[src/lfd_pkg.sv]
package lfd_pkg;

    localparam int HOLD_DEPTH_DEF = 64;
    localparam int DATA_W         = 8;
    localparam int FIELD_W        = 32;
    localparam int MULT_W         = 16;
    localparam int PROD_W         = FIELD_W + MULT_W;
    localparam int LEN_W          = PROD_W + 1;
    localparam int CFG_IDX_W      = 3;
    localparam int CFG_DATA_W     = 16;
    localparam int OFF_W          = 6;

    localparam logic [CFG_IDX_W-1:0] REG_FIELD_OFFSET = 3'd0;
    localparam logic [CFG_IDX_W-1:0] REG_FIELD_SIZE   = 3'd1;
    localparam logic [CFG_IDX_W-1:0] REG_BIG_ENDIAN   = 3'd2;
    localparam logic [CFG_IDX_W-1:0] REG_MULTIPLIER   = 3'd3;
    localparam logic [CFG_IDX_W-1:0] REG_ALIGNMENT    = 3'd4;
    localparam logic [CFG_IDX_W-1:0] REG_ADDEND       = 3'd5;

    typedef struct packed {
        logic              start;
        logic [FIELD_W-1:0] field;
        logic [MULT_W-1:0] mult;
        logic [MULT_W-1:0] align;
        logic [MULT_W-1:0] addend;
    } len_req_t;

    typedef struct packed {
        logic             done;
        logic [LEN_W-1:0] len;
    } len_rsp_t;

endpackage

[src/length_field_stream_deframer_top.sv]
// length field stream deframer
// s_axis carries the raw byte stream, cut anywhere; m_axis returns the same
// bytes in order with tlast on the byte that ends each frame and tuser set on
// a frame whose computed length was zero and was raised to one byte.
// cfg_* writes the six length registers by index, one write per request; it is
// always ready and must only be used while the block is idle.
// a byte of a frame whose length is known passes straight into the output
// register. bytes at a frame start are held in a HOLD_DEPTH byte memory, each
// followed by a check, until the length field is complete; then a check, the
// field read with one memory read per field byte, and one multiply and a
// bit-serial remainder unit give the aligned length, once per frame, and held
// bytes leave one memory read each while the receiver keeps up, with one more
// check at the end.
// the block takes one request at a time; s_axis_tready drops while it works
// and while the output register holds a byte that the receiver stalls.
// reset empties the hold memory and the output register and loads register
// defaults: offset 2, two byte big-endian field, multiplier 1, alignment 1.
module length_field_stream_deframer_top #(
    parameter int HOLD_DEPTH = lfd_pkg::HOLD_DEPTH_DEF
) (
    input  logic                           clk,
    input  logic                           rst_n,
    input  logic                           s_axis_tvalid,
    output logic                           s_axis_tready,
    input  logic [lfd_pkg::DATA_W-1:0]     s_axis_tdata,  // data_byte
    output logic                           m_axis_tvalid,
    input  logic                           m_axis_tready,
    output logic [lfd_pkg::DATA_W-1:0]     m_axis_tdata,  // out_byte
    output logic                           m_axis_tlast,
    output logic                           m_axis_tuser,  // length_clamped
    input  logic                           cfg_valid,
    output logic                           cfg_ready,
    input  logic [lfd_pkg::CFG_IDX_W-1:0]  cfg_index,
    input  logic [lfd_pkg::CFG_DATA_W-1:0] cfg_data
);
    import lfd_pkg::*;

    localparam int PTR_W = $clog2(HOLD_DEPTH);
    localparam int CNT_W = $clog2(HOLD_DEPTH + 1);
    localparam int SUM_W = CNT_W + 1;
    localparam int OW    = CNT_W + OFF_W + 1;

    localparam logic [2:0] S_IDLE  = 3'd0;
    localparam logic [2:0] S_CHECK = 3'd1;
    localparam logic [2:0] S_FRD   = 3'd2;
    localparam logic [2:0] S_FWAIT = 3'd3;
    localparam logic [2:0] S_LEN   = 3'd4;
    localparam logic [2:0] S_LWAIT = 3'd5;
    localparam logic [2:0] S_RRD   = 3'd6;
    localparam logic [2:0] S_RWAIT = 3'd7;

    logic [OFF_W-1:0]  off_reg;
    logic [1:0]        size_reg;
    logic              big_reg;
    logic [MULT_W-1:0] mult_reg, align_reg, addend_reg;

    logic [2:0]         state_reg, state_next;
    logic [PTR_W-1:0]   head_reg, head_next;
    logic [CNT_W-1:0]   cnt_reg, cnt_next;
    logic               known_reg, known_next;
    logic [LEN_W-1:0]   rem_reg, rem_next;
    logic               clamp_reg, clamp_next;
    logic [2:0]         k_reg, k_next;
    logic [FIELD_W-1:0] fv_reg, fv_next;
    logic               ov_reg, ov_next;
    logic [DATA_W-1:0]  ob_reg, ob_next;
    logic               ol_reg, ol_next;
    logic               oc_reg, oc_next;

    logic [2:0]        sz;
    logic [OW-1:0]     hdr_sum, hdr, off_eff, fidx;
    logic              out_free;
    logic              in_acc;
    logic [LEN_W-1:0]  add_len;
    logic              add_clamp;
    logic [LEN_W-1:0]  cur_rem;
    logic              cur_clamp;
    logic [SUM_W-1:0]  tail_sum, fld_sum;
    logic [PTR_W-1:0]  tail_addr, fld_addr;
    logic              wr_en, rd_en;
    logic [PTR_W-1:0]  rd_addr;
    logic [DATA_W-1:0] rd_data;
    logic              len_start;
    len_req_t          lreq;
    len_rsp_t          lrsp;

    assign cfg_ready = 1'b1;

    always_ff @(posedge clk or negedge rst_n)
    begin
        if (!rst_n)
        begin
            off_reg    <= OFF_W'(2);
            size_reg   <= 2'd2;
            big_reg    <= 1'b1;
            mult_reg   <= MULT_W'(1);
            align_reg  <= MULT_W'(1);
            addend_reg <= '0;
        end
        else if (cfg_valid && cfg_ready)
        begin
            unique case (cfg_index)
                REG_FIELD_OFFSET: off_reg    <= cfg_data[OFF_W-1:0];
                REG_FIELD_SIZE:   size_reg   <= cfg_data[1:0];
                REG_BIG_ENDIAN:   big_reg    <= cfg_data[0];
                REG_MULTIPLIER:   mult_reg   <= cfg_data;
                REG_ALIGNMENT:    align_reg  <= cfg_data;
                REG_ADDEND:       addend_reg <= cfg_data;
                default:          ;
            endcase
        end
    end

    // field geometry
    assign sz      = (size_reg == 2'd3) ? 3'd4 : {1'b0, size_reg};
    assign hdr_sum = OW'(off_reg) + OW'(sz);
    assign hdr     = (hdr_sum > OW'(HOLD_DEPTH)) ? OW'(HOLD_DEPTH) : hdr_sum;
    assign off_eff = (hdr_sum > OW'(HOLD_DEPTH)) ? OW'(HOLD_DEPTH) - OW'(sz) : OW'(off_reg);
    assign fidx    = big_reg ? off_eff + OW'(k_reg) : off_eff + OW'(sz) - OW'(1) - OW'(k_reg);

    // circular addressing
    assign tail_sum  = SUM_W'(head_reg) + SUM_W'(cnt_reg);
    assign tail_addr = (tail_sum >= SUM_W'(HOLD_DEPTH)) ?
                       PTR_W'(tail_sum - SUM_W'(HOLD_DEPTH)) : PTR_W'(tail_sum);
    assign fld_sum   = SUM_W'(head_reg) + SUM_W'(fidx[CNT_W-1:0]);
    assign fld_addr  = (fld_sum >= SUM_W'(HOLD_DEPTH)) ?
                       PTR_W'(fld_sum - SUM_W'(HOLD_DEPTH)) : PTR_W'(fld_sum);

    assign add_len   = (addend_reg == '0) ? LEN_W'(1) : LEN_W'(addend_reg);
    assign add_clamp = (addend_reg == '0);
    assign cur_rem   = known_reg ? rem_reg : add_len;
    assign cur_clamp = known_reg ? clamp_reg : add_clamp;

    assign out_free      = !ov_reg || m_axis_tready;
    assign s_axis_tready = (state_reg == S_IDLE) && out_free;
    assign in_acc        = s_axis_tvalid && s_axis_tready;

    assign lreq.start  = len_start;
    assign lreq.field  = fv_reg;
    assign lreq.mult   = mult_reg;
    assign lreq.align  = align_reg;
    assign lreq.addend = addend_reg;

    always_comb
    begin
        state_next = state_reg;
        head_next  = head_reg;
        cnt_next   = cnt_reg;
        known_next = known_reg;
        rem_next   = rem_reg;
        clamp_next = clamp_reg;
        k_next     = k_reg;
        fv_next    = fv_reg;
        ov_next    = ov_reg && !m_axis_tready;
        ob_next    = ob_reg;
        ol_next    = ol_reg;
        oc_next    = oc_reg;
        wr_en      = 1'b0;
        rd_en      = 1'b0;
        rd_addr    = head_reg;
        len_start  = 1'b0;
        unique case (state_reg)
            S_IDLE:
            begin
                if (in_acc)
                begin
                    if (cnt_reg == '0 && (known_reg || sz == 3'd0))
                    begin
                        ov_next = 1'b1;
                        ob_next = s_axis_tdata;
                        ol_next = (cur_rem == LEN_W'(1));
                        oc_next = cur_clamp;
                        rem_next = cur_rem - LEN_W'(1);
                        known_next = (cur_rem != LEN_W'(1));
                        clamp_next = (cur_rem != LEN_W'(1)) && cur_clamp;
                    end
                    else
                    begin
                        if (cnt_reg < CNT_W'(HOLD_DEPTH))
                        begin
                            wr_en    = 1'b1;
                            cnt_next = cnt_reg + 1'b1;
                        end
                        state_next = S_CHECK;
                    end
                end
            end
            S_CHECK:
            begin
                priority if (known_reg)
                begin
                    state_next = (cnt_reg == '0) ? S_IDLE : S_RRD;
                end
                else if (sz == 3'd0)
                begin
                    known_next = 1'b1;
                    rem_next   = add_len;
                    clamp_next = add_clamp;
                    state_next = (cnt_reg == '0) ? S_IDLE : S_RRD;
                end
                else if (OW'(cnt_reg) >= hdr)
                begin
                    k_next     = '0;
                    fv_next    = '0;
                    state_next = S_FRD;
                end
                else
                begin
                    state_next = S_IDLE;
                end
            end
            S_FRD:
            begin
                rd_en      = 1'b1;
                rd_addr    = fld_addr;
                state_next = S_FWAIT;
            end
            S_FWAIT:
            begin
                fv_next = {fv_reg[FIELD_W-DATA_W-1:0], rd_data};
                k_next  = k_reg + 1'b1;
                state_next = (k_reg + 1'b1 == sz) ? S_LEN : S_FRD;
            end
            S_LEN:
            begin
                len_start  = 1'b1;
                state_next = S_LWAIT;
            end
            S_LWAIT:
            begin
                if (lrsp.done)
                begin
                    known_next = 1'b1;
                    rem_next   = (lrsp.len == '0) ? LEN_W'(1) : lrsp.len;
                    clamp_next = (lrsp.len == '0);
                    state_next = S_RRD;
                end
            end
            S_RRD:
            begin
                rd_en      = 1'b1;
                rd_addr    = head_reg;
                state_next = S_RWAIT;
            end
            S_RWAIT:
            begin
                if (out_free)
                begin
                    ov_next    = 1'b1;
                    ob_next    = rd_data;
                    ol_next    = (rem_reg == LEN_W'(1));
                    oc_next    = clamp_reg;
                    rem_next   = rem_reg - LEN_W'(1);
                    known_next = (rem_reg != LEN_W'(1));
                    clamp_next = (rem_reg != LEN_W'(1)) && clamp_reg;
                    head_next  = (head_reg == PTR_W'(HOLD_DEPTH - 1)) ? '0 : head_reg + 1'b1;
                    cnt_next   = cnt_reg - 1'b1;
                    state_next = ((rem_reg != LEN_W'(1)) && cnt_reg != CNT_W'(1)) ?
                                 S_RRD : S_CHECK;
                end
            end
            default:
            begin
                state_next = S_IDLE;
            end
        endcase
    end

    always_ff @(posedge clk or negedge rst_n)
    begin
        if (!rst_n)
        begin
            state_reg <= S_IDLE;
            head_reg  <= '0;
            cnt_reg   <= '0;
            known_reg <= 1'b0;
            rem_reg   <= '0;
            clamp_reg <= 1'b0;
            ov_reg    <= 1'b0;
        end
        else
        begin
            state_reg <= state_next;
            head_reg  <= head_next;
            cnt_reg   <= cnt_next;
            known_reg <= known_next;
            rem_reg   <= rem_next;
            clamp_reg <= clamp_next;
            ov_reg    <= ov_next;
        end
    end

    always_ff @(posedge clk)
    begin
        k_reg  <= k_next;
        fv_reg <= fv_next;
        ob_reg <= ob_next;
        ol_reg <= ol_next;
        oc_reg <= oc_next;
    end

    lfd_hold_mem #(
        .DEPTH (HOLD_DEPTH)
    ) u_mem (
        .clk     (clk),
        .wr_en   (wr_en),
        .wr_addr (tail_addr),
        .wr_data (s_axis_tdata),
        .rd_en   (rd_en),
        .rd_addr (rd_addr),
        .rd_data (rd_data)
    );

    lfd_len_unit u_len (
        .clk   (clk),
        .rst_n (rst_n),
        .req   (lreq),
        .rsp   (lrsp)
    );

    assign m_axis_tvalid = ov_reg;
    assign m_axis_tdata  = ob_reg;
    assign m_axis_tlast  = ol_reg;
    assign m_axis_tuser  = oc_reg;

endmodule

[src/lfd_hold_mem.sv]
module lfd_hold_mem #(
    parameter int DEPTH = lfd_pkg::HOLD_DEPTH_DEF
) (
    input  logic                       clk,
    input  logic                       wr_en,
    input  logic [$clog2(DEPTH)-1:0]   wr_addr,
    input  logic [lfd_pkg::DATA_W-1:0] wr_data,
    input  logic                       rd_en,
    input  logic [$clog2(DEPTH)-1:0]   rd_addr,
    output logic [lfd_pkg::DATA_W-1:0] rd_data
);
    import lfd_pkg::*;

    logic [DATA_W-1:0] mem [DEPTH];
    logic [DATA_W-1:0] rd_data_reg;

    always_ff @(posedge clk)
    begin
        if (wr_en)
        begin
            mem[wr_addr] <= wr_data;
        end
        if (rd_en)
        begin
            rd_data_reg <= mem[rd_addr];
        end
    end

    assign rd_data = rd_data_reg;

endmodule

[src/lfd_len_unit.sv]
module lfd_len_unit (
    input  logic              clk,
    input  logic              rst_n,
    input  lfd_pkg::len_req_t req,
    output lfd_pkg::len_rsp_t rsp
);
    import lfd_pkg::*;

    localparam logic [1:0] LU_IDLE = 2'd0;
    localparam logic [1:0] LU_DIV  = 2'd1;
    localparam logic [1:0] LU_FIN  = 2'd2;
    localparam int         CNT_W   = $clog2(PROD_W);

    logic [1:0]        phase_reg, phase_next;
    logic [CNT_W-1:0]  cnt_reg, cnt_next;
    logic [PROD_W-1:0] prod_reg, prod_next;
    logic [PROD_W-1:0] div_reg, div_next;
    logic [MULT_W-1:0] rem_reg, rem_next;
    logic [MULT_W-1:0] al_reg, al_next;
    logic [MULT_W-1:0] add_reg, add_next;
    logic [LEN_W-1:0]  len_reg, len_next;
    logic              done_reg, done_next;
    logic [PROD_W-1:0] product;
    logic [MULT_W:0]   trial;
    logic [MULT_W-1:0] pad;

    assign product = PROD_W'(req.field) * PROD_W'(req.mult);
    assign trial   = {rem_reg, div_reg[PROD_W-1]};
    assign pad     = (rem_reg == '0) ? '0 : al_reg - rem_reg;

    always_comb
    begin
        phase_next = phase_reg;
        cnt_next   = cnt_reg;
        prod_next  = prod_reg;
        div_next   = div_reg;
        rem_next   = rem_reg;
        al_next    = al_reg;
        add_next   = add_reg;
        len_next   = len_reg;
        done_next  = 1'b0;
        unique case (phase_reg)
            LU_IDLE:
            begin
                if (req.start)
                begin
                    prod_next  = product;
                    div_next   = product;
                    rem_next   = '0;
                    cnt_next   = '0;
                    al_next    = (req.align == '0) ? MULT_W'(1) : req.align;
                    add_next   = req.addend;
                    phase_next = LU_DIV;
                end
            end
            LU_DIV:
            begin
                rem_next = (trial >= {1'b0, al_reg}) ? MULT_W'(trial - {1'b0, al_reg})
                                                     : MULT_W'(trial);
                div_next = {div_reg[PROD_W-2:0], 1'b0};
                cnt_next = cnt_reg + 1'b1;
                if (cnt_reg == CNT_W'(PROD_W - 1))
                begin
                    phase_next = LU_FIN;
                end
            end
            LU_FIN:
            begin
                len_next   = LEN_W'(prod_reg) + LEN_W'(pad) + LEN_W'(add_reg);
                done_next  = 1'b1;
                phase_next = LU_IDLE;
            end
            default:
            begin
                phase_next = LU_IDLE;
            end
        endcase
    end

    always_ff @(posedge clk or negedge rst_n)
    begin
        if (!rst_n)
        begin
            phase_reg <= LU_IDLE;
            done_reg  <= 1'b0;
        end
        else
        begin
            phase_reg <= phase_next;
            done_reg  <= done_next;
        end
    end

    always_ff @(posedge clk)
    begin
        cnt_reg  <= cnt_next;
        prod_reg <= prod_next;
        div_reg  <= div_next;
        rem_reg  <= rem_next;
        al_reg   <= al_next;
        add_reg  <= add_next;
        len_reg  <= len_next;
    end

    assign rsp.done = done_reg;
    assign rsp.len  = len_reg;

endmodule

[config.mk]
export PLATFORM = sky130hd
export DESIGN_NAME = length_field_stream_deframer_top
export DESIGN_NICKNAME = d
export VERILOG_FILES = /design/src/lfd_pkg.sv /design/src/length_field_stream_deframer_top.sv /design/src/lfd_hold_mem.sv /design/src/lfd_len_unit.sv
export SDC_FILE = /design/constraint.sdc
export NUM_CORES = 2
export LEC_CHECK = 0
export ABC_CLOCK_PERIOD_IN_PS = 13300
export BUFFER_PORTS_ARGS = -buffer_cell sky130_fd_sc_hd__clkbuf_2
export CAP_MARGIN = 30
export CORE_ASPECT_RATIO = 1.4
export CORE_MARGIN = 2
export CORE_UTILIZATION = 64
export DETAILED_ROUTE_END_ITERATION = 10
export GPL_ROUTABILITY_DRIVEN = 1
export PLACE_DENSITY = 0.82
export SLEW_MARGIN = 0
export SYNTH_ARGS = -nofsm -noshare
export SYNTH_HDL_FRONTEND = slang
export SYNTH_SLANG_ARGS = --single-unit
[constraint.sdc]
create_clock -name clk -period 13.3 [get_ports clk]
set_clock_uncertainty 0.15 [all_clocks]
set_input_delay 1.33 -clock clk [delete_from_list [all_inputs] [get_ports clk]]
set_output_delay 1.33 -clock clk [all_outputs]
set_load 0.02 [all_outputs]
Yosys cells after proc, flatten, opt, wreduce, memory -nomap -nowiden
Memory sizes are Yosys's and may differ from the RTL's. A register that Yosys moved wholly into a read port is not among the register bits.
Cells that the tools add are included.

word-level totals
  flip-flop bits (word level) = 372
  bits in writable memories = 512
  input bits = 32
  output and inout port bits = 13
  word-level logic and storage cells = 225
  memories = 1

operators by class
  add/subtract/negate cells = 21
  multiply operators = 1
  order comparisons = 6
  equality and inequality tests = 35
  mux-type cells = 93
  reductions and logical operators = 41

memory list
  memory     words  width  read ports  clocked after memory_dff  write ports  RTL line            source
  u_mem.mem  64     8      1           1                         1            lfd_hold_mem.sv:14  logic [DATA_W-1:0] mem [DEPTH];

operator list
  cell                     number
  $mux W49                 8
  $pmux W49 S4             1
  $eq A49 B1 Y1 const B    2
  $ne A49 B1 Y1 const B    2
  $sub A49 B1 Y49 const B  2
  $mux W32                 3
  $pmux W48 S2             1
  $mux W16                 4
  $pmux W32 S2             1
  $add A48 B16 Y49         1
  $add A49 B16 Y49         1
  $logic_not A49 Y1        1
  $mux W7                  7
  $logic_not A16 Y1        3
  $mul A32 B16 Y48         1
  $mux W48                 1
  $mux W3                  13
  $pmux W16 S2             1
  $sub A16 B16 Y16         2
  $mux W1                  31
  $mux W6                  5
  $mux W8                  3
  $pmux W3 S8              1
  $reduce_and A2 Y1        10
  other kinds (45)         92

Longest topological paths before layout
  depth in word-level cells = 13
  mapped depth = 28

By module
Synthesis repeated with hierarchy kept, for this count alone.

unflattened totals
  cell total of the unflattened synthesis = 4970
  area total of the unflattened synthesis = 58364.7 sq um

modules (own cells, without submodules)
  module                            times used  cells an instance  area an instance (sq um)
  lfd_len_unit                      1           2652               26131.3
  lfd_hold_mem                      1           957                20176.9
  length_field_stream_deframer_top  1           1361               12056.6

Least setup slack after synthesis
OpenSTA, ideal clock, no wires.

  kind = flip-flop to flip-flop
  start point = register state_reg[1]
  end point = register u_len.phase_reg[0]
  setup time = 123 ps
  data arrival time = 9442 ps
  slack = 3585 ps
  stages on the path, launching flop included = 7
  cells stage by stage = dfrtp_1 buf_2 buf_1 clkbuf_1 or2_2 nor4_1 o21bai_1

on the way
  word-level cells in the longest chain between the ends = 4

ends and longest elaborated chain
  what                                RTL line                                 source
  start, declared                     length_field_stream_deframer_top.sv:57   logic [2:0] state_reg, state_next;
  start signal, assigned              length_field_stream_deframer_top.sv:283  state_reg <= state_next;
  $eq A3 B3 Y1                        length_field_stream_deframer_top.sv:162  unique case (state_reg)
  $mux W1                             length_field_stream_deframer_top.sv:162
  $ne A2 B2 Y1 (no source line)       -
  $reduce_and A2 Y1 (no source line)  -
  end signal, assigned                lfd_len_unit.sv:89                       phase_reg <= phase_next;
  end, declared                       lfd_len_unit.sv:14                       logic [1:0] phase_reg, phase_next;

No other way between the ends.
A chain may end at the register's enable or synchronous reset.

Worst setup path in the final report
  start point = register size_reg[1]
  end point = register u_mem.rd_data_reg[7] (netlist: u_mem.rd_data[7]), read port of u_mem.mem (data pin)

on the way
  word-level cells in the longest chain between the ends = 13

ends and longest elaborated chain
  what                                           RTL line                                                                          source
  start, declared                                length_field_stream_deframer_top.sv:53                                            logic [1:0] size_reg;
  start signal, assigned                         length_field_stream_deframer_top.sv:104                                           REG_FIELD_SIZE: size_reg <= cfg_data[1:0];
  $eq A2 B2 Y1                                   length_field_stream_deframer_top.sv:115                                           assign sz = (size_reg == 2'd3) ? 3'd4 : {1'b0, size_reg};
  $mux W3 (*)                                    length_field_stream_deframer_top.sv:115
  $add A6 B3 Y7                                  length_field_stream_deframer_top.sv:116                                           assign hdr_sum = OW'(off_reg) + OW'(sz);
  $gt A7 B7 Y1                                   length_field_stream_deframer_top.sv:118                                           assign off_eff = (hdr_sum > OW'(HOLD_DEPTH)) ? OW'(HOLD_DEPTH) - OW'(sz) : OW'(off_reg);
  $mux W7                                        length_field_stream_deframer_top.sv:118
  $add A7 B3 Y7                                  length_field_stream_deframer_top.sv:119                                           assign fidx = big_reg ? off_eff + OW'(k_reg) : off_eff + OW'(sz) - OW'(1) - OW'(k_reg);
  $sub A7 B1 Y7                                  length_field_stream_deframer_top.sv:119
  $sub A7 B3 Y7                                  length_field_stream_deframer_top.sv:119
  $mux W7 (*)                                    length_field_stream_deframer_top.sv:119
  $add A6 B7 Y8 (*)                              length_field_stream_deframer_top.sv:125                                           assign fld_sum = SUM_W'(head_reg) + SUM_W'(fidx[CNT_W-1:0]);
  $ge A8 B7 Y1 or $sub A6 B1 Y6 (tied branches)  length_field_stream_deframer_top.sv:126, length_field_stream_deframer_top.sv:127
  $mux W6 (*)                                    length_field_stream_deframer_top.sv:126                                           assign fld_addr = (fld_sum >= SUM_W'(HOLD_DEPTH)) ?
  $mux W6 (*)                                    length_field_stream_deframer_top.sv:162
  end, declared                                  lfd_hold_mem.sv:15                                                                logic [DATA_W-1:0] rd_data_reg;

Every way passes the cells marked *; elsewhere a longest branch is shown, timed or not.

==> reports/qor.csv <==
metric,value,unit
run status,finished clean,
worst hold path type,flip-flop to flip-flop,
DR vias/cell,6.523,
Final Net Count,5630,
Slew Limit Fails,0,
routed len/inst,25.23,um
final hold violations,0,
Fillers,6180,
final worst-path cycle share,57.03,%
area taken by multi-input logic gates,29510,um^2
Routed Antenna Nets,0,
dpl hpwl,108900,um
Worst EP required,13590,ps
vias,40520,
largest net degree at the start of global routing,106,
DIE HEIGHT,361.9,um
Synthesis Warnings,0,
worst skew pair latency,730,ps
Area Overhead vs Synth,7.647,%
# DRC,0,
MaxCap Viol Count,0,
clk slew on worst S/H paths,70,ps
H-tree lvl count,3,
crit path from,size_reg[1],
GR Overflow Total,0,
R2R Path Start,size_reg[1],
IO Pins,45,
TritonRoute pass-1 iters,6,
TritonCTS clock tree,yes,
first-pass GRT wire length,241500,um
crit-path max cell delay,670,ps
Reg area,26150,um^2
setup_tns,0,ps
sequential share of the synthesized area,44.66,%
max reg flops,512,
Chip Width,259.6,um
clock sinks,892,
Global Route Usage Sum,33.98,%
Post-Syn Instances,5003,
worst setup path class,flip-flop to flip-flop,
number of global-route vias before repair,41950,
core area,90970,um^2
"EDFF count, synth",764,
async set-reset flop share out of synthesis,14.35,%
row count,131,
crit-path leading delay family,adder cells,
Critical Path End Type,flip-flop,
Port Buffer Count,43,
DR iter-0 viols,4269,
Worst Path Buf+Inv,4,
initial antenna violation count,3,
most frequent cells in the layout,"edfxtp_1 (764), nand2_1 (588), inv_1 (534)",
DP Cell Count,6047,
syn_nets,5690,
Yosys reg bits,892,
# setup viols final,0,
root buf cell,clkbuf_16,
Post-CTS Resized,0,
crit-path most repeated cell,ha_1,
CTS max path bufs,3,
layout cells sized above 1,10.09,%
Slew @ Worst Pin,1086,ps
Setup Buffers After CTS,0,
CP max-delay cell,buf_4,
predominant post-synthesis flop cell,edfxtp_1,
GPL Wtd Cong,0.9446,
Post-Syn Area,58560,um^2
Num CTS Buffers,86,
"commonest non-fill, non-tap cell in the layout",edfxtp_1,
Post-Layout Cell Count,6211,
Rel. slew slack,27.31,%
crit-path max FO,49,
Initial Util,64.37,%
Worst Hold Launch,align_reg[10],
Startpoint Class,flip-flop,
Die Footprint,93970,um^2
Post-Syn Area per Cell,11.70,um^2
fmax,131.8,MHz
Yosys cell types,86,
RSZ-0062 raised after global routing,no,
WP data arrival,7880,ps
Post-Route WL,156700,um
minimum clock period,7585,ps
Hold Buf Count CTS,0,
==> logic make-up after synthesis <==
logic type	count (synthesis)	share of synthesized area [%]
compound gates	670	7.442
xor+xnor	191	2.857
fa+ha+maj	655	19.70
buf+inv	793	5.156
flops	892	44.66
mux	282	7.743
other cells	1	0.006404
simple gates	1519	12.44
==> final timing paths <==
| path | end | slack, ps | depth (start not counted) |
|---|---|---|---|
| setup / recovery | u_mem.rd_data[7] | 5720 | 26 |
| hold / removal | u_len.al_reg[10] | 330 | 0 |
| setup reg to reg | u_mem.rd_data[7] | 5720 | 26 |
| hold reg to reg | u_len.al_reg[10] | 330 | 0 |
| max in group asynchronous | mult_reg[12] | 11080 | 2 |
| min in group asynchronous | rem_reg[22] | 520 | 1 |
==> metal layers <==
metal	global-route usage (%)	vias to the layer above	routed length [um]
met3	5.479	710	11820
met5	0	-	13
li1	-	17250	-
met1	38.70	20240	51640
met2	58.08	2308	79710
met4	24.54	2	13530
==> Yosys cell counts, drive strengths merged (37+ instances only) <==
| cell | number | share of area, % |
|---|---|---|
| a211oi | 65 | 0.83 |
| a21o | 47 | 0.60 |
| a21oi | 163 | 1.4 |
| a31oi | 37 | 0.40 |
| and2 | 257 | 2.7 |
| buf | 41 | 0.34 |
| clkbuf | 217 | 1.4 |
| dfrtp | 123 | 5.3 |
| edfxtp | 764 | 39 |
| fa | 445 | 15 |
| ha | 210 | 4.5 |
| inv | 534 | 3.4 |
| mux2 | 88 | 1.7 |
| mux2i | 66 | 1.1 |
| mux4 | 128 | 4.9 |
| nand2 | 588 | 3.8 |
| nand3 | 85 | 0.73 |
| nor2 | 276 | 1.8 |
| nor2b | 37 | 0.40 |
| nor3 | 72 | 0.62 |
| nor4 | 44 | 0.47 |
| o21ai | 155 | 1.3 |
| xnor2 | 128 | 1.9 |
| xor2 | 63 | 0.94 |
==> layout make-up <==
cell class / instances / area share [%]
tap: 1197 / 2.376
antenna: 1 / 0.003970
clock buffer: 100 / 3.630
sequential: 892 / 41.49
inverter: 535 / 3.186
timing repair buffer: 110 / 1.431
clock inverter: 58 / 1.068
multi-input combinational: 3318 / 46.82
==> per-stage QoR <==
step	util, %	cell area [um^2]	hold slack, ps	setup WS (ps)
2_1_floorplan	-	58560	328.4	3585
3_3_place_gp	65.74	59800	305.4	5873
3_5_place_dp	65.95	60000	312.8	5915
4_1_cts	69.21	62960	327.0	5862
5_1_grt	69.30	63040	342.9	5422
6_report	69.30	63040	327.8	5715
Power is left out: the tool's default activity adds up to more than one toggle a clock period on the data nets, which glitch-free logic cannot reach.
